--- src/cmfc_pkg.sv ---
// Shared types and constants of the cascaded flight controller.
package cmfc_pkg;

  localparam int unsigned DataW = 32;
  localparam int unsigned GainW = 25;
  localparam int unsigned FuncW = 4;
  localparam int unsigned CfgIdxW = 3;

  localparam logic [FuncW-1:0] FUNC_POS_TGT  = 4'd0;
  localparam logic [FuncW-1:0] FUNC_TILT_TGT = 4'd1;
  localparam logic [FuncW-1:0] FUNC_ATT      = 4'd2;
  localparam logic [FuncW-1:0] FUNC_RATE     = 4'd3;
  localparam logic [FuncW-1:0] FUNC_POS      = 4'd4;
  localparam logic [FuncW-1:0] FUNC_VEL      = 4'd5;
  localparam logic [FuncW-1:0] FUNC_TICK_POS = 4'd6;
  localparam logic [FuncW-1:0] FUNC_TICK_XY  = 4'd7;
  localparam logic [FuncW-1:0] FUNC_TICK_RP  = 4'd8;
  localparam logic [FuncW-1:0] FUNC_PHASE    = 4'd9;

  localparam logic [CfgIdxW-1:0] REG_RATE  = 3'd0;
  localparam logic [CfgIdxW-1:0] REG_ANGLE = 3'd1;
  localparam logic [CfgIdxW-1:0] REG_XYPOS = 3'd2;
  localparam logic [CfgIdxW-1:0] REG_XYVEL = 3'd3;
  localparam logic [CfgIdxW-1:0] REG_ZPOS  = 3'd4;
  localparam logic [CfgIdxW-1:0] REG_ZVEL  = 3'd5;
  localparam logic [CfgIdxW-1:0] REG_HOVER = 3'd6;

  localparam logic signed [DataW-1:0] VEL_LIMIT  = 32'sd131072;
  localparam logic signed [DataW-1:0] TILT_LIMIT = 32'sd45875;

  typedef struct packed {
    logic [FuncW-1:0] func;
    logic signed [DataW-1:0] val_a;
    logic signed [DataW-1:0] val_b;
    logic signed [DataW-1:0] val_c;
    logic signed [DataW-1:0] val_d;
  } in_beat_t;

  typedef struct packed {
    logic signed [DataW-1:0] thrust;
    logic signed [DataW-1:0] roll_torque;
    logic signed [DataW-1:0] pitch_torque;
    logic signed [DataW-1:0] yaw_torque;
  } out_beat_t;

  typedef struct packed {
    logic [CfgIdxW-1:0] index;
    logic [GainW-1:0]   data;
  } cfg_beat_t;

  function automatic logic [16:0] asin_tab(input logic [3:0] i);
    logic [16:0] r;
    unique case (i)
      4'd0: r = 17'd0;       4'd1: r = 17'd4099;   4'd2: r = 17'd8213;
      4'd3: r = 17'd12361;   4'd4: r = 17'd16560;  4'd5: r = 17'd20829;
      4'd6: r = 17'd25192;   4'd7: r = 17'd29676;  4'd8: r = 17'd34315;
      4'd9: r = 17'd39152;   4'd10: r = 17'd44245; 4'd11: r = 17'd49679;
      4'd12: r = 17'd55579;
      default: r = 17'd0;
    endcase
    return r;
  endfunction

  function automatic logic signed [DataW-1:0] sat32(input logic signed [DataW+1:0] v);
    logic signed [DataW-1:0] r;
    if (v > 34'sd2147483647) r = 32'sh7fffffff;
    else if (v < -34'sd2147483648) r = 32'sh80000000;
    else r = v[DataW-1:0];
    return r;
  endfunction

endpackage

--- src/cmfc_stream_if.sv ---
// Valid/ready channel interfaces of the flight controller.
interface cmfc_in_if;
  logic valid;
  logic ready;
  cmfc_pkg::in_beat_t data;
  modport source(output valid, output data, input ready);
  modport sink(input valid, input data, output ready);
endinterface

interface cmfc_out_if;
  logic valid;
  logic ready;
  cmfc_pkg::out_beat_t data;
  modport source(output valid, output data, input ready);
  modport sink(input valid, input data, output ready);
endinterface

interface cmfc_cfg_if;
  logic valid;
  logic ready;
  cmfc_pkg::cfg_beat_t data;
  modport source(output valid, output data, input ready);
  modport sink(input valid, input data, output ready);
endinterface

--- src/cmfc_serial_mul.sv ---
// Bit-serial multiplier of an unsigned gain by a signed error, with Q16.16 rounding and saturation.
module cmfc_serial_mul (
  input  logic clk,
  input  logic rst_n,
  input  logic start,
  input  logic [cmfc_pkg::GainW-1:0] gain,
  input  logic signed [cmfc_pkg::DataW-1:0] err,
  output logic done,
  output logic signed [cmfc_pkg::DataW-1:0] prod
);
  localparam int unsigned AccW = cmfc_pkg::GainW + cmfc_pkg::DataW + 1;
  localparam logic signed [AccW-1:0] PosMax = AccW'(32'sh7fffffff);
  localparam logic signed [AccW-1:0] NegMin = AccW'(32'sh80000000);

  logic [cmfc_pkg::GainW-1:0] g_r, g_nxt;
  logic signed [AccW-1:0] acc_r, acc_nxt;
  logic signed [AccW-1:0] e_r, e_nxt;
  logic [4:0] cnt_r, cnt_nxt;
  logic busy_r, busy_nxt;
  logic done_r, done_nxt;
  logic signed [AccW-1:0] rnd;

  always_comb begin
    g_nxt = g_r;
    acc_nxt = acc_r;
    e_nxt = e_r;
    cnt_nxt = cnt_r;
    busy_nxt = busy_r;
    done_nxt = 1'b0;
    if (start) begin
      g_nxt = gain;
      acc_nxt = '0;
      e_nxt = AccW'(err);
      cnt_nxt = '0;
      busy_nxt = 1'b1;
    end else if (busy_r) begin
      // add one shifted partial product per gain bit
      if (g_r[0]) acc_nxt = acc_r + e_r;
      g_nxt = g_r >> 1;
      e_nxt = e_r <<< 1;
      cnt_nxt = cnt_r + 5'd1;
      if (cnt_r == 5'(cmfc_pkg::GainW - 1)) begin
        busy_nxt = 1'b0;
        done_nxt = 1'b1;
      end
    end
  end

  assign rnd = (acc_r + AccW'(32768)) >>> 16;
  assign prod = (rnd > PosMax) ? 32'sh7fffffff :
                (rnd < NegMin) ? 32'sh80000000 :
                rnd[cmfc_pkg::DataW-1:0];
  assign done = done_r;

  always_ff @(posedge clk) begin
    g_r <= g_nxt;
    acc_r <= acc_nxt;
    e_r <= e_nxt;
    cnt_r <= cnt_nxt;
    if (!rst_n) begin
      busy_r <= 1'b0;
      done_r <= 1'b0;
    end else begin
      busy_r <= busy_nxt;
      done_r <= done_nxt;
    end
  end
endmodule

--- src/cascaded_multirate_flight_controller_core.sv ---
// Top level of the cascaded proportional multirotor flight controller.
//
//  channel | dir | beat contents                         | accepted when
//  in_     | in  | func, val_a..val_d                    | in_valid & in_ready
//  out_    | out | thrust, roll/pitch/yaw torque         | out_valid & out_ready
//  cfg_    | in  | register index, 25-bit gain           | cfg_valid & cfg_ready
//
// Store and phase beats take effect as they are accepted. A tick runs its
// loops one after the other through a single bit-serial multiplier and,
// for tilt, a restoring divider and an asin lookup. Reset clears the phase,
// all stored targets and measurements and loads the default gains. A stalled
// result holds in the output register; the next input beat is taken only
// once it has left.
module cascaded_multirate_flight_controller_core #(
  parameter int unsigned OUTER_DIVIDE  = 25,
  parameter int unsigned MIDDLE_DIVIDE = 5
) (
  input logic clk,
  input logic rst_n,
  cmfc_in_if.sink    in_ch,
  cmfc_out_if.source out_ch,
  cmfc_cfg_if.sink   cfg_ch
);
  localparam int unsigned PhW = $clog2(OUTER_DIVIDE + 1);
  localparam int unsigned MidW = $clog2(MIDDLE_DIVIDE + 1);
  localparam int unsigned DW = cmfc_pkg::DataW;
  localparam int unsigned GW = cmfc_pkg::GainW;

  typedef enum logic [8:0] {
    ST_IDLE  = 9'b000000001,
    ST_LOAD  = 9'b000000010,
    ST_MUL   = 9'b000000100,
    ST_WAIT  = 9'b000001000,
    ST_DIV   = 9'b000010000,
    ST_ASIN  = 9'b000100000,
    ST_AMUL  = 9'b001000000,
    ST_NEXT  = 9'b010000000,
    ST_OUT   = 9'b100000000
  } state_t;

  // Operation steps of one tick, run in this order, each skipped when unused.
  typedef enum logic [3:0] {
    OP_VX, OP_VY, OP_AX, OP_AY, OP_TROLL, OP_TPITCH, OP_VZ,
    OP_RR, OP_RP, OP_RY, OP_TR, OP_TP, OP_TY, OP_UF, OP_END
  } op_t;

  state_t state_r, state_nxt;
  op_t op_r, op_nxt;

  logic [GW-1:0] gain_r [7];
  logic [PhW-1:0] phase_r;
  logic [MidW-1:0] mid_r;
  logic [cmfc_pkg::FuncW-1:0] func_r;

  logic signed [DW-1:0] ptgt_r [4];
  logic signed [DW-1:0] vref_r [3];
  logic signed [DW-1:0] tilt_r [2];
  logic signed [DW-1:0] rref_r [3];
  logic signed [DW-1:0] att_r [3];
  logic signed [DW-1:0] brate_r [3];
  logic signed [DW-1:0] pos_r [3];
  logic signed [DW-1:0] vel_r [3];
  logic signed [DW-1:0] ax_r, ay_r;
  logic signed [DW-1:0] tr_r, tp_r, ty_r;

  cmfc_pkg::out_beat_t obuf_r;
  logic ovalid_r;

  // divider: magnitude of accel*2^16 over hover, one quotient bit a cycle
  logic [47:0] dnum_r;
  logic [48:0] drem_r;
  logic [5:0] dcnt_r;
  logic dneg_r;
  logic [24:0] dden;

  // asin interpolation working values
  logic [16:0] abase_r;
  logic [14:0] adelta_r;
  logic [26:0] aprod_r;
  logic [3:0] acnt_r;
  logic [11:0] afrac_r;

  logic mstart;
  logic mdone;
  logic signed [DW-1:0] mprod;
  logic [GW-1:0] mgain;
  logic signed [DW-1:0] merr;
  logic signed [DW-1:0] mref, mmeas;

  logic outer, middle, tick_xy, do_op;
  logic in_take;

  assign outer = (phase_r == '0);
  assign middle = (mid_r == '0);
  assign tick_xy = (func_r != cmfc_pkg::FUNC_TICK_RP);

  always_comb begin
    unique case (op_r)
      OP_VX, OP_VY: do_op = tick_xy && outer;
      OP_AX, OP_AY, OP_TROLL, OP_TPITCH: do_op = tick_xy && middle;
      OP_VZ: do_op = (func_r == cmfc_pkg::FUNC_TICK_POS) && middle;
      OP_RR, OP_RP, OP_RY: do_op = middle;
      default: do_op = 1'b1;
    endcase
  end

  // operand select for the shared multiplier
  always_comb begin
    mgain = gain_r[cmfc_pkg::REG_RATE];
    mref = '0;
    mmeas = '0;
    unique case (op_r)
      OP_VX: begin mgain = gain_r[cmfc_pkg::REG_XYPOS]; mref = ptgt_r[0]; mmeas = pos_r[0]; end
      OP_VY: begin mgain = gain_r[cmfc_pkg::REG_XYPOS]; mref = ptgt_r[1]; mmeas = pos_r[1]; end
      OP_AX: begin mgain = gain_r[cmfc_pkg::REG_XYVEL]; mref = vref_r[0]; mmeas = vel_r[0]; end
      OP_AY: begin mgain = gain_r[cmfc_pkg::REG_XYVEL]; mref = vref_r[1]; mmeas = vel_r[1]; end
      OP_VZ: begin mgain = gain_r[cmfc_pkg::REG_ZPOS]; mref = ptgt_r[2]; mmeas = pos_r[2]; end
      OP_RR: begin mgain = gain_r[cmfc_pkg::REG_ANGLE]; mref = tilt_r[0]; mmeas = att_r[0]; end
      OP_RP: begin mgain = gain_r[cmfc_pkg::REG_ANGLE]; mref = tilt_r[1]; mmeas = att_r[1]; end
      OP_RY: begin mgain = gain_r[cmfc_pkg::REG_ANGLE]; mref = ptgt_r[3]; mmeas = att_r[2]; end
      OP_TR: begin mref = rref_r[0]; mmeas = brate_r[0]; end
      OP_TP: begin mref = rref_r[1]; mmeas = brate_r[1]; end
      OP_TY: begin mref = rref_r[2]; mmeas = brate_r[2]; end
      OP_UF: begin mgain = gain_r[cmfc_pkg::REG_ZVEL]; mref = vref_r[2]; mmeas = vel_r[2]; end
      default: ;
    endcase
  end

  assign merr = cmfc_pkg::sat32(34'(mref) - 34'(mmeas));
  assign mstart = (state_r == ST_LOAD);

  cmfc_serial_mul u_mul (
    .clk(clk), .rst_n(rst_n), .start(mstart), .gain(mgain), .err(merr),
    .done(mdone), .prod(mprod)
  );

  assign dden = (gain_r[cmfc_pkg::REG_HOVER] == '0) ? 25'd1 : gain_r[cmfc_pkg::REG_HOVER];

  assign in_take = in_ch.valid && in_ch.ready;
  assign in_ch.ready = (state_r == ST_IDLE) && !ovalid_r;
  assign cfg_ch.ready = 1'b1;
  assign out_ch.valid = ovalid_r;
  assign out_ch.data = obuf_r;

  // next op: the step after the current one
  function automatic op_t op_inc(input op_t o);
    return op_t'(o + 4'd1);
  endfunction

  always_comb begin
    state_nxt = state_r;
    op_nxt = op_r;
    unique case (state_r)
      ST_IDLE: begin
        if (in_take && (in_ch.data.func == cmfc_pkg::FUNC_TICK_POS ||
                        in_ch.data.func == cmfc_pkg::FUNC_TICK_XY ||
                        in_ch.data.func == cmfc_pkg::FUNC_TICK_RP)) begin
          state_nxt = ST_NEXT;
          op_nxt = OP_VX;
        end
      end
      ST_NEXT: begin
        if (op_r == OP_END) state_nxt = ST_OUT;
        else if (!do_op) op_nxt = op_inc(op_r);
        else if (op_r == OP_TROLL || op_r == OP_TPITCH) state_nxt = ST_DIV;
        else state_nxt = ST_LOAD;
      end
      ST_LOAD: state_nxt = ST_MUL;
      ST_MUL: if (mdone) state_nxt = ST_WAIT;
      ST_WAIT: begin
        state_nxt = ST_NEXT;
        op_nxt = op_inc(op_r);
      end
      // 48 restoring steps, counted 0..47
      ST_DIV: if (dcnt_r == 6'd47) state_nxt = ST_ASIN;
      ST_ASIN: state_nxt = ST_AMUL;
      ST_AMUL: if (acnt_r == 4'd0) begin
        state_nxt = ST_NEXT;
        op_nxt = op_inc(op_r);
      end
      ST_OUT: state_nxt = ST_IDLE;
      default: state_nxt = ST_IDLE;
    endcase
  end

  // signed accel for the current tilt step (roll uses ay, pitch uses -ax)
  logic signed [DW:0] acc_sel;
  assign acc_sel = (op_r == OP_TROLL) ? (DW+1)'(ay_r) : -(DW+1)'(ax_r);

  // after division: clamp quotient magnitude, split into index and fraction
  logic [47:0] qmag;
  logic [15:0] qclamp;
  assign qmag = dnum_r;
  assign qclamp = (qmag > 48'(cmfc_pkg::TILT_LIMIT)) ? 16'(cmfc_pkg::TILT_LIMIT) : qmag[15:0];

  logic [16:0] asin_val;
  assign asin_val = abase_r + 17'((aprod_r + 27'd2048) >> 12);

  always_ff @(posedge clk) begin
    if (!rst_n) begin
      state_r <= ST_IDLE;
      op_r <= OP_VX;
      phase_r <= '0;
      mid_r <= '0;
      ovalid_r <= 1'b0;
      gain_r[0] <= 25'd32768;
      gain_r[1] <= 25'd327680;
      gain_r[2] <= 25'd39322;
      gain_r[3] <= 25'd327680;
      gain_r[4] <= 25'd65536;
      gain_r[5] <= 25'd65536;
      gain_r[6] <= 25'd1561733;
      for (int i = 0; i < 4; i++) ptgt_r[i] <= '0;
      for (int i = 0; i < 3; i++) begin
        vref_r[i] <= '0; rref_r[i] <= '0; att_r[i] <= '0;
        brate_r[i] <= '0; pos_r[i] <= '0; vel_r[i] <= '0;
      end
      tilt_r[0] <= '0;
      tilt_r[1] <= '0;
    end else begin
      state_r <= state_nxt;
      op_r <= op_nxt;
      if (cfg_ch.valid && cfg_ch.data.index <= cmfc_pkg::REG_HOVER)
        gain_r[cfg_ch.data.index] <= cfg_ch.data.data;
      if (out_ch.valid && out_ch.ready) ovalid_r <= 1'b0;

      if (in_take) begin
        func_r <= in_ch.data.func;
        unique case (in_ch.data.func)
          cmfc_pkg::FUNC_POS_TGT: begin
            ptgt_r[0] <= in_ch.data.val_a; ptgt_r[1] <= in_ch.data.val_b;
            ptgt_r[2] <= in_ch.data.val_c; ptgt_r[3] <= in_ch.data.val_d;
          end
          cmfc_pkg::FUNC_TILT_TGT: begin
            tilt_r[0] <= in_ch.data.val_a; tilt_r[1] <= in_ch.data.val_b;
            vref_r[2] <= in_ch.data.val_c;
          end
          cmfc_pkg::FUNC_ATT: begin
            att_r[0] <= in_ch.data.val_a; att_r[1] <= in_ch.data.val_b;
            att_r[2] <= in_ch.data.val_c;
          end
          cmfc_pkg::FUNC_RATE: begin
            brate_r[0] <= in_ch.data.val_a; brate_r[1] <= in_ch.data.val_b;
            brate_r[2] <= in_ch.data.val_c;
          end
          cmfc_pkg::FUNC_POS: begin
            pos_r[0] <= in_ch.data.val_a; pos_r[1] <= in_ch.data.val_b;
            pos_r[2] <= in_ch.data.val_c;
          end
          cmfc_pkg::FUNC_VEL: begin
            vel_r[0] <= in_ch.data.val_a; vel_r[1] <= in_ch.data.val_b;
            vel_r[2] <= in_ch.data.val_c;
          end
          cmfc_pkg::FUNC_PHASE: begin
            phase_r <= '0;
            mid_r <= '0;
          end
          default: ;
        endcase
      end

      // latch each product but the last (thrust) into its destination
      if (state_r == ST_WAIT) begin
        unique case (op_r)
          OP_VX: vref_r[0] <= (mprod > cmfc_pkg::VEL_LIMIT) ? cmfc_pkg::VEL_LIMIT :
                              (mprod < -cmfc_pkg::VEL_LIMIT) ? -cmfc_pkg::VEL_LIMIT : mprod;
          OP_VY: vref_r[1] <= (mprod > cmfc_pkg::VEL_LIMIT) ? cmfc_pkg::VEL_LIMIT :
                              (mprod < -cmfc_pkg::VEL_LIMIT) ? -cmfc_pkg::VEL_LIMIT : mprod;
          OP_AX: ax_r <= mprod;
          OP_AY: ay_r <= mprod;
          OP_VZ: vref_r[2] <= mprod;
          OP_RR: rref_r[0] <= mprod;
          OP_RP: rref_r[1] <= mprod;
          OP_RY: rref_r[2] <= mprod;
          OP_TR: tr_r <= mprod;
          OP_TP: tp_r <= mprod;
          OP_TY: ty_r <= mprod;
          default: ;
        endcase
      end

      // tilt conversion results
      if (state_r == ST_AMUL && acnt_r == 4'd0) begin
        if (op_r == OP_TROLL)
          tilt_r[0] <= dneg_r ? -DW'(asin_val) : DW'(asin_val);
        else
          tilt_r[1] <= dneg_r ? -DW'(asin_val) : DW'(asin_val);
      end

      // thrust and result beat; advance phase
      if (state_r == ST_OUT) begin
        obuf_r.thrust <= (gain_r[cmfc_pkg::REG_HOVER] == '0) ?
                         cmfc_pkg::sat32(-34'(mprod)) :
                         cmfc_pkg::sat32(34'(gain_r[cmfc_pkg::REG_HOVER]) - 34'(mprod));
        obuf_r.roll_torque <= tr_r;
        obuf_r.pitch_torque <= tp_r;
        obuf_r.yaw_torque <= ty_r;
        ovalid_r <= 1'b1;
        phase_r <= (phase_r == PhW'(OUTER_DIVIDE - 1)) ? '0 : phase_r + PhW'(1);
        mid_r <= (phase_r == PhW'(OUTER_DIVIDE - 1) || mid_r == MidW'(MIDDLE_DIVIDE - 1)) ?
                 '0 : mid_r + MidW'(1);
      end
    end
  end

  // divider and asin datapath: payload only
  always_ff @(posedge clk) begin
    unique case (state_r)
      ST_NEXT: begin
        dneg_r <= acc_sel[DW];
        dnum_r <= {(acc_sel[DW] ? 32'(-acc_sel) : 32'(acc_sel)), 16'd0};
        drem_r <= '0;
        dcnt_r <= '0;
      end
      ST_DIV: begin
        // restoring step: shift one numerator bit in, try subtract
        if ({drem_r[47:0], dnum_r[47]} >= 49'(dden)) begin
          drem_r <= {drem_r[47:0], dnum_r[47]} - 49'(dden);
          dnum_r <= {dnum_r[46:0], 1'b1};
        end else begin
          drem_r <= {drem_r[47:0], dnum_r[47]};
          dnum_r <= {dnum_r[46:0], 1'b0};
        end
        dcnt_r <= dcnt_r + 6'd1;
      end
      ST_ASIN: begin
        abase_r <= cmfc_pkg::asin_tab(qclamp[15:12]);
        adelta_r <= 15'(cmfc_pkg::asin_tab(qclamp[15:12] + 4'd1) -
                        cmfc_pkg::asin_tab(qclamp[15:12]));
        afrac_r <= qclamp[11:0];
        aprod_r <= '0;
        acnt_r <= 4'd12;
      end
      ST_AMUL: begin
        // shift-add of delta by the 12-bit fraction, msb first
        if (acnt_r != 4'd0) begin
          aprod_r <= (aprod_r << 1) + (afrac_r[11] ? 27'(adelta_r) : 27'd0);
          afrac_r <= afrac_r << 1;
          acnt_r <= acnt_r - 4'd1;
        end
      end
      default: ;
    endcase
  end
endmodule

--- src/flat_wrapper.sv ---
// flat-port wrapper written by rule: the top's interface ports become plain ports
module cascaded_multirate_flight_controller_core_flat 
#(
  parameter int unsigned OUTER_DIVIDE  = 25,
  parameter int unsigned MIDDLE_DIVIDE = 5
)
  (clk, rst_n, in_ch_valid, in_ch_data, in_ch_ready, out_ch_valid, out_ch_data, out_ch_ready, cfg_ch_valid, cfg_ch_data, cfg_ch_ready);
  cmfc_in_if in_ch_i ();
  cmfc_out_if out_ch_i ();
  cmfc_cfg_if cfg_ch_i ();
  input logic clk;
  input logic rst_n;
  input wire logic [$bits(in_ch_i.valid)-1:0] in_ch_valid;
  input wire logic [$bits(in_ch_i.data)-1:0] in_ch_data;
  output wire logic [$bits(in_ch_i.ready)-1:0] in_ch_ready;
  output wire logic [$bits(out_ch_i.valid)-1:0] out_ch_valid;
  output wire logic [$bits(out_ch_i.data)-1:0] out_ch_data;
  input wire logic [$bits(out_ch_i.ready)-1:0] out_ch_ready;
  input wire logic [$bits(cfg_ch_i.valid)-1:0] cfg_ch_valid;
  input wire logic [$bits(cfg_ch_i.data)-1:0] cfg_ch_data;
  output wire logic [$bits(cfg_ch_i.ready)-1:0] cfg_ch_ready;
  assign in_ch_i.valid = in_ch_valid;
  assign in_ch_i.data = in_ch_data;
  assign in_ch_ready = in_ch_i.ready;
  assign out_ch_valid = out_ch_i.valid;
  assign out_ch_data = out_ch_i.data;
  assign out_ch_i.ready = out_ch_ready;
  assign cfg_ch_i.valid = cfg_ch_valid;
  assign cfg_ch_i.data = cfg_ch_data;
  assign cfg_ch_ready = cfg_ch_i.ready;
  cascaded_multirate_flight_controller_core #(.OUTER_DIVIDE(OUTER_DIVIDE), .MIDDLE_DIVIDE(MIDDLE_DIVIDE)) u_core (.clk(clk), .rst_n(rst_n), .in_ch(in_ch_i), .out_ch(out_ch_i), .cfg_ch(cfg_ch_i));
endmodule
--- config.mk ---
export PLATFORM = sky130hd
export DESIGN_NAME = cascaded_multirate_flight_controller_core_flat
export DESIGN_NICKNAME = d
export VERILOG_FILES = /design/src/cmfc_pkg.sv /design/src/cmfc_stream_if.sv /design/src/cmfc_serial_mul.sv /design/src/cascaded_multirate_flight_controller_core.sv /design/src/flat_wrapper.sv
export SDC_FILE = /design/constraint.sdc
export NUM_CORES = 2
export LEC_CHECK = 0
export ABC_AREA = 1
export BUFFER_PORTS_ARGS = -buffer_cell sky130_fd_sc_hd__buf_2
export CAP_MARGIN = 20
export CELL_PAD_IN_SITES_DETAIL_PLACEMENT = 1
export CELL_PAD_IN_SITES_GLOBAL_PLACEMENT = 2
export CORE_ASPECT_RATIO = 0.5
export CORE_MARGIN = 1
export CORE_UTILIZATION = 37
export DETAILED_ROUTE_END_ITERATION = 7
export PLACE_DENSITY = 0.78
export SYNTH_ARGS = -nofsm -noshare
export SYNTH_HDL_FRONTEND = slang
export SYNTH_SLANG_ARGS = --single-unit
--- constraint.sdc ---
create_clock -name clk -period 10.3 [get_ports clk]
set_input_delay 0.515 -clock clk [delete_from_list [all_inputs] [get_ports clk]]
set_output_delay 0.515 -clock clk [all_outputs]
set_load 0.005 [all_outputs]
# Word level (Yosys, flattened, before mapping)
# Memories as Yosys holds them, arrays and structs flattened. A register that Yosys moved wholly into a read port is not among the register bits.
# Index checks and enable logic that the tools add are counted.
classes:
  n_addsub: 20
  multipliers: 0
  n_div: 0
  order_cmp: 13
  eq_ne: 46
  shift: 0
  n_mux: 155
  n_bitwise: 29
  reduce_logical: 46
op_table:
  columns: ["cell", "count"]
  rows:
  - ["32-bit 2-to-1 mux", 40]
  - ["32-bit one-hot mux with 12 select lines", 2]
  - ["48-bit one-hot mux with 2 select lines", 2]
  - ["25-bit one-hot mux with 5 select lines", 1]
  - ["58-bit 2-to-1 mux", 2]
  - ["34-bit by 32-bit > comparator with 1-bit output, second input constant", 3]
  - ["34-bit by 32-bit < comparator with 1-bit output, second input constant", 3]
  - ["25-bit 2-to-1 mux", 4]
  - ["9-bit one-hot mux with 8 select lines", 1]
  - ["1-bit 2-to-1 mux", 68]
  - ["58-bit by 17-bit adder with 58-bit output, second input constant", 1]
  - ["58-bit adder", 1]
  - ["9-bit 2-to-1 mux", 6]
  - ["27-bit one-hot mux with 2 select lines", 1]
  - ["49-bit by 25-bit greater-or-equal comparator with 1-bit output", 1]
  - ["48-bit by 16-bit > comparator with 1-bit output, second input constant", 1]
  - ["48-bit 2-to-1 mux", 1]
  - ["48-bit by 25-bit subtractor with 48-bit output", 1]
  - ["15-bit 2-to-1 mux", 3]
  - ["42-bit by 32-bit > comparator with 1-bit output, second input constant", 1]
  - ["42-bit by 32-bit < comparator with 1-bit output, second input constant", 1]
  - ["4-bit by 3-bit equality test with 1-bit output, second input constant", 9]
  - ["4-bit equality test, second input constant", 9]
  - ["32-bit negation with 34-bit output", 1]
  - ["other kinds (65)", 146]
totals:
  reg_bits: 640
  latch_bits: 0
  ram_bits: 943
  mem_bits_ro: 768
  out_inout_bits: 131
  wordCells: 351
  n_memories: 12
memory_table:
  columns: ["memory", "depth", "width", "read_ports", "rd_clocked_by_memory_dff", "write_ports", "line", "source"]
  rows:
  - ["(name not given)", 16, 16, 1, 1, 0, "cmfc_pkg.sv:53", "unique case (i)"]
  - ["(name not given)", 16, 16, 1, 0, 0, "cmfc_pkg.sv:53", null]
  - ["(name not given)", 16, 16, 1, 0, 0, "cmfc_pkg.sv:53", null]
  - ["u_core.gain_r", 7, 25, 7, 0, 7, "cascaded_multirate_flight_controller_core.sv:50", "logic [GW-1:0] gain_r [7];"]
  - ["u_core.ptgt_r", 4, 32, 4, 0, 4, "cascaded_multirate_flight_controller_core.sv:55", "logic signed [DW-1:0] ptgt_r [4];"]
  - ["u_core.att_r", 3, 32, 3, 0, 3, "cascaded_multirate_flight_controller_core.sv:59", "logic signed [DW-1:0] att_r [3];"]
  - ["6 more memories", null, null, null, null, null, null, null]

# Logic depth before layout (Yosys ltp)
depth:
  word_depth: 9
  mapped_depth: 41
  mapped_depth_nobuf: 38

# Hierarchy
# A second synthesis with hierarchy kept.
unflattened:
  cells_unflattened: 8685
  hier_area_um2: 81130.3
by_module_without_submodules:
  columns: ["module", "n_inst", "cells_per_inst", "area_per_inst_um2", "seq_area_each_um2"]
  rows:
  - ["cascaded_multirate_flight_controller_core", 1, 6710, 69013.7, 42590.8]
  - ["cmfc_serial_mul", 1, 1975, 12116.6, 3793.6]

# Worst setup path before layout
# Ideal clock, no wire load.
synth_path:
  kind: "reg2reg"
  startpoint: "reg u_core.state_r[6]"
  endpoint: "mem u_core.vel_r[0][0] (netlist bit) (enable)"
  arrival_time_ps: 7950
  required_time_ps: 9617
  setup_slack_ps: 1667
  stages_incl_launch_ff: 8
  n_path_buf: 0
  period_less_slack_ps: 8633
  path_cell_list: "dfxtp_1 nor2_1 nand2_1 nor4_1 inv_1 nor2_1 nand2_1 o21ai_0"
synth_lines:
  columns: ["item", "line", "source"]
  rows:
  - ["start: declaration", "cascaded_multirate_flight_controller_core.sv:47", "state_t state_r, state_nxt;"]
  - ["start signal: assignment", "cascaded_multirate_flight_controller_core.sv:221", "state_r <= state_nxt;"]
  - ["end: declaration", "cascaded_multirate_flight_controller_core.sv:62", "logic signed [DW-1:0] vel_r [3];"]

# Worst setup path after layout
layout_path:
  startpoint: "reg u_core.u_mul.acc_r[16]"
  endpoint: "reg u_core.obuf_r (netlist bit u_core.out_ch.data[117]), data pin"
layout_via:
  elab_chain_cells: 9
  word_cells_on_any_way: 16
layout_lines:
  columns: ["item", "line", "source"]
  rows:
  - ["start: declaration", "cmfc_serial_mul.sv:16", "logic signed [AccW-1:0] acc_r, acc_nxt;"]
  - ["start signal: assignment", "cmfc_serial_mul.sv:57", "acc_r <= acc_nxt;"]
  - ["58-bit by 17-bit adder with 58-bit output (*)", "cmfc_serial_mul.sv:49", "assign rnd = (acc_r + AccW'(32768)) >>> 16;"]
  - ["42-bit by 32-bit < comparator with 1-bit output", "cmfc_serial_mul.sv:51", "(rnd < NegMin) ? 32'sh80000000 :"]
  - ["32-bit 2-to-1 mux", "cmfc_serial_mul.sv:51", null]
  - ["32-bit 2-to-1 mux (*)", "cmfc_serial_mul.sv:50", "assign prod = (rnd > PosMax) ? 32'sh7fffffff :"]
  - ["net u_core.mprod[31]", "cascaded_multirate_flight_controller_core.sv:85", "logic signed [DW-1:0] mprod;"]
  - ["26-bit by 32-bit subtractor with 33-bit output / 32-bit negation with 34-bit output (equally long branches)", "cascaded_multirate_flight_controller_core.sv:294, cascaded_multirate_flight_controller_core.sv:293", null]
  - ["34-bit by 32-bit < comparator with 1-bit output", "cmfc_pkg.sv:67", "else if (v < -34'sd2147483648) r = 32'sh80000000;"]
  - ["32-bit 2-to-1 mux", "cmfc_pkg.sv:67", null]
  - ["32-bit 2-to-1 mux", "cmfc_pkg.sv:66", "if (v > 34'sd2147483647) r = 32'sh7fffffff;"]
  - ["32-bit 2-to-1 mux (*)", "cascaded_multirate_flight_controller_core.sv:292", "obuf_r.thrust <= (gain_r[cmfc_pkg::REG_HOVER] == '0) ?"]
  - ["end: declaration", "cascaded_multirate_flight_controller_core.sv:66", "cmfc_pkg::out_beat_t obuf_r;"]
# The timed path passes the listed nets; every way through them passes the cells marked *.
# A chain may end at the register's enable or synchronous reset.

==> metrics <==
drt drc=0; critical path's largest stage delay=0.68 ns; async set-reset flop share out of synthesis=0%; Synth Warn #=0; DIE AREA=213000 sq um; reg2reg path depth=30; initial antenna violation count=21; slew margin rel.=23.8%; Layout area overhead=13.3%; Crit. End Element=register; synthesis-stage register bit count=1582; DR pass1 iterations=6; # setup viols final=0; pin count of the biggest net entering global routing=80; clock power share=40.3%; HP Start=in_ch_data[27]; register share of total power=48.9%; Critical Path RT=10.96 ns; leading post-synthesis cells by cell area=edfxtp_1 (56%), nand2_1 (6.6%), nor2_1 (6.0%); Critical Path AT=8.19 ns; Chip Width=652 um; hold path cells=3; EDFF count, synth=1470; NetSw=0.00401 W; Post-Synthesis Cells=7853; internal power=0.0112 W; Slew @ Worst Pin=1.13 ns; period utilization=73.1%; Detailed Place HPWL=209000 um; Clock Sinks=1582; R2R Setup Slk=2.77 ns; Clk Latency, worst-skew pair=0.85 ns; number of global-route vias before repair=61900; reg-to-reg critical path startpoint=u_core.u_mul.acc_r[16]$_SDFFE_PN0P_; Synth area leader=edfxtp_1; HP Class=in2reg; initial DRC count=6535; final hold violation count=0; post-synth top area share=56.5%; row cnt=118; RSZ-0062 raised after global routing=false; Leakage=36.3 nW; final WL=297000 um; Syn Nets=8229; CTS max path bufs=4; Synth Flop Type=edfxtp_1; Top Ports=296; layout cells sized above 1=9.52%; Max Cap Violations=0; Syn Area/Cell=9.95 sq um; root buffer cell=clkbuf_16; outcome=finished clean; sequential element share of the synthesized area=59.4%; Cells after DPL=10800; final non-filler cell total=11100; GRT Overall Usage=27.2%; Worst Hold Endpoint=u_core.ptgt_r[3][27]$_SDFFCE_PN0P_; post-layout min period=7.53 ns; Vias/cell=5.57; CTS tree=built; TNS Setup=0 ns; global-route wire length before repair=428000 um; Cell Area, Synth=78100 sq um; Placeable Area=208000 sq um; Via Count=61700; Worst Skew=0.0802 ns; CP Max Fanout=31; Comb power frac=10.8%; Achievable Freq=0.133 GHz; worst vdd ir=0.163 mV; H-Tree Depth=4; CTS Buf Count=163; max-slew violation count=0; crit path launch type=register; Power Dens Cells=172 nW/um^2; Distinct cells, synth=74; most used cell, CP=nand2_1; RR Endpoint=u_core.out_ch.data[117]$_DFFE_PP_; Detail Route Antenna Nets=0; Worst-path clk slew=0.07 ns; Avg WL per Cell=26.8 um; Crit-path slowest cell=o21ai_1; WS Path Type=reg2reg; Sw Ratio=26.4%; Initial Utilization=37.5%; I/O Buffers=294; grt total ovfl=0; die height=327 um; GP Congestion=0.921; nets@finish=8511
## layout make-up
type                    count  area [sq um]
diodes                      2          5.00
clock buffers             206          4370
clock inverters            80           865
fillers                 23300        120000
inverters                 871          3280
multi-input cells        5096         27500
flip-flops and latches   1582         46400
well taps                2820          3530
repair buffers            421          2560
## sequential cells by signal, summed over array words and instances (netlist names), 12 cells and up
register and flops:
u_core.abase_r 16, u_core.dnum_r 48, u_core.afrac_r 12, u_core.ax_r 32, u_core.att_r 96, u_core.aprod_r 27, u_core.pos_r 96, u_core.u_mul.acc_r 58
u_core.vref_r 96, u_core.drem_r 48, u_core.gain_r 175, u_core.tp_r 32, u_core.vel_r 96, u_core.out_ch.data 128, u_core.ty_r 32, u_core.tilt_r 64
u_core.adelta_r 15, u_core.tr_r 32, u_core.rref_r 96, u_core.brate_r 96, u_core.ay_r 32, u_core.u_mul.g_r 25, u_core.u_mul.e_r 58, u_core.ptgt_r 128
## worst max-delay path: cells and delay by family (launching register included)
kind	cells	cell delay, ns
adder cells (fa/ha/maj)	2	0.53
AO/OA/AOI/OAI	4	1.35
XOR/XNOR	1	0.65
flip-flops	1	0.38
buffers and inverters	2	0.57
AND/OR/NAND/NOR	21	3.88
## worst max path at each step
stage | startpoint | endpoint | slack (ns)
floorplan | u_core.state_r[6]$_SDFFE_PN0P_ | u_core.vel_r[0][0]$_SDFFCE_PN0P_ | 1.67
global placement | u_core.u_mul.acc_r[16]$_SDFFE_PN0P_ | u_core.out_ch.data[103]$_DFFE_PP_ | 3.13
detailed placement | u_core.op_r[3]$_SDFFE_PN0P_ | u_core.u_mul.e_r[20]$_DFFE_PP_ | 2.97
CTS | u_core.op_r[3]$_SDFFE_PN0P_ | u_core.u_mul.e_r[2]$_DFFE_PP_ | 2.92
global route | u_core.u_mul.acc_r[16]$_SDFFE_PN0P_ | u_core.out_ch.data[123]$_DFFE_PP_ | 2.37
finish | u_core.u_mul.acc_r[16]$_SDFFE_PN0P_ | u_core.out_ch.data[117]$_DFFE_PP_ | 2.77
## through the flow
stage | hold WS [ns] | total power (W) | worst slack (ns) | cell area, sq um | util, %
2_1_floorplan | 0.400 | 0.00849 | 1.67 | 78100 | -
3_3_place_gp | 0.401 | 0.00915 | 3.13 | 83000 | 39.9
3_5_place_dp | 0.405 | 0.00917 | 2.97 | 83100 | 39.9
4_1_cts | 0.00267 | 0.0152 | 2.92 | 88400 | 42.5
5_1_grt | 0.0186 | 0.0156 | 2.37 | 88500 | 42.5
6_report | 0.0258 | 0.0152 | 2.77 | 88500 | 42.5
## cell families after synthesis
family	Yosys count	synth area share (%)
compound gates	1375	11.2
other cells	1	0.00480
mux	1	0.0128
buf+inv	1175	5.77
fa+ha+maj	211	3.45
xor+xnor	264	2.98
simple gates	3244	17.2
flops	1582	59.4
## power by group through the flow
| stage | Clock (W) | Sequential, W | Combinational [W] |
|---|---|---|---|
| 2_1_floorplan | 0 | 0.00752 | 0.000974 |
| 3_3_place_gp | 0 | 0.00755 | 0.00160 |
| 3_5_place_dp | 0 | 0.00756 | 0.00161 |
| 4_1_cts | 0.00618 | 0.00742 | 0.00163 |
| 5_1_grt | 0.00641 | 0.00745 | 0.00178 |
| 6_report | 0.00613 | 0.00743 | 0.00165 |
## metal layers
| metal | vias up | GRT usage, % | share of wire [%] |
|---|---|---|---|
| met5 | - | 0 | 0.15 |
| met4 | 10 | 7.55 | 3.0 |
| met3 | 412 | 5.03 | 7.8 |
| met1 | 31400 | 38.5 | 44 |
| met2 | 2257 | 42.7 | 45 |
| li1 | 27700 | - | - |
## synth_stat cells, types with 21 or more instances
master       n
xnor2_1     79
nor2_1    1245
a221oi_1   164
nor3_1     109
buf_1       33
o21bai_1    21
xor2_1     184
a31oi_1     39
o31ai_1     59
clkbuf_1   252
o21ai_0    346
nand2_1   1371
a21oi_1    425
edfxtp_1  1470
nand4_1    101
ha_1       204
a22o_1     136
nand3_1    268
inv_1      839
dfxtp_1    112
a22oi_1     78
nand2_2     26
nor4_1      32
## cells in the final DEF, fill, tap and decap left out, types with 104 or more instances in the layout
cell / instances
a221oi_1: 164
ha_1: 204
edfxtp_1: 1470
buf_2: 294
clkbuf_16: 167
nor3_1: 104
o21ai_0: 342
dfxtp_1: 112
a22o_1: 136
nand3_1: 265
nor2_1: 1231
xor2_1: 184
nand2_1: 1359
a21oi_1: 424
inv_1: 836
## what timing repair did
item	CTS	global route
gates resized for setup	0	0
endpoints found under the setup margin	0	0
hold buffers	15	0
endpoints found under the hold margin	15	0
buffers inserted	0	0
Power figures use the tool's default switching activity.
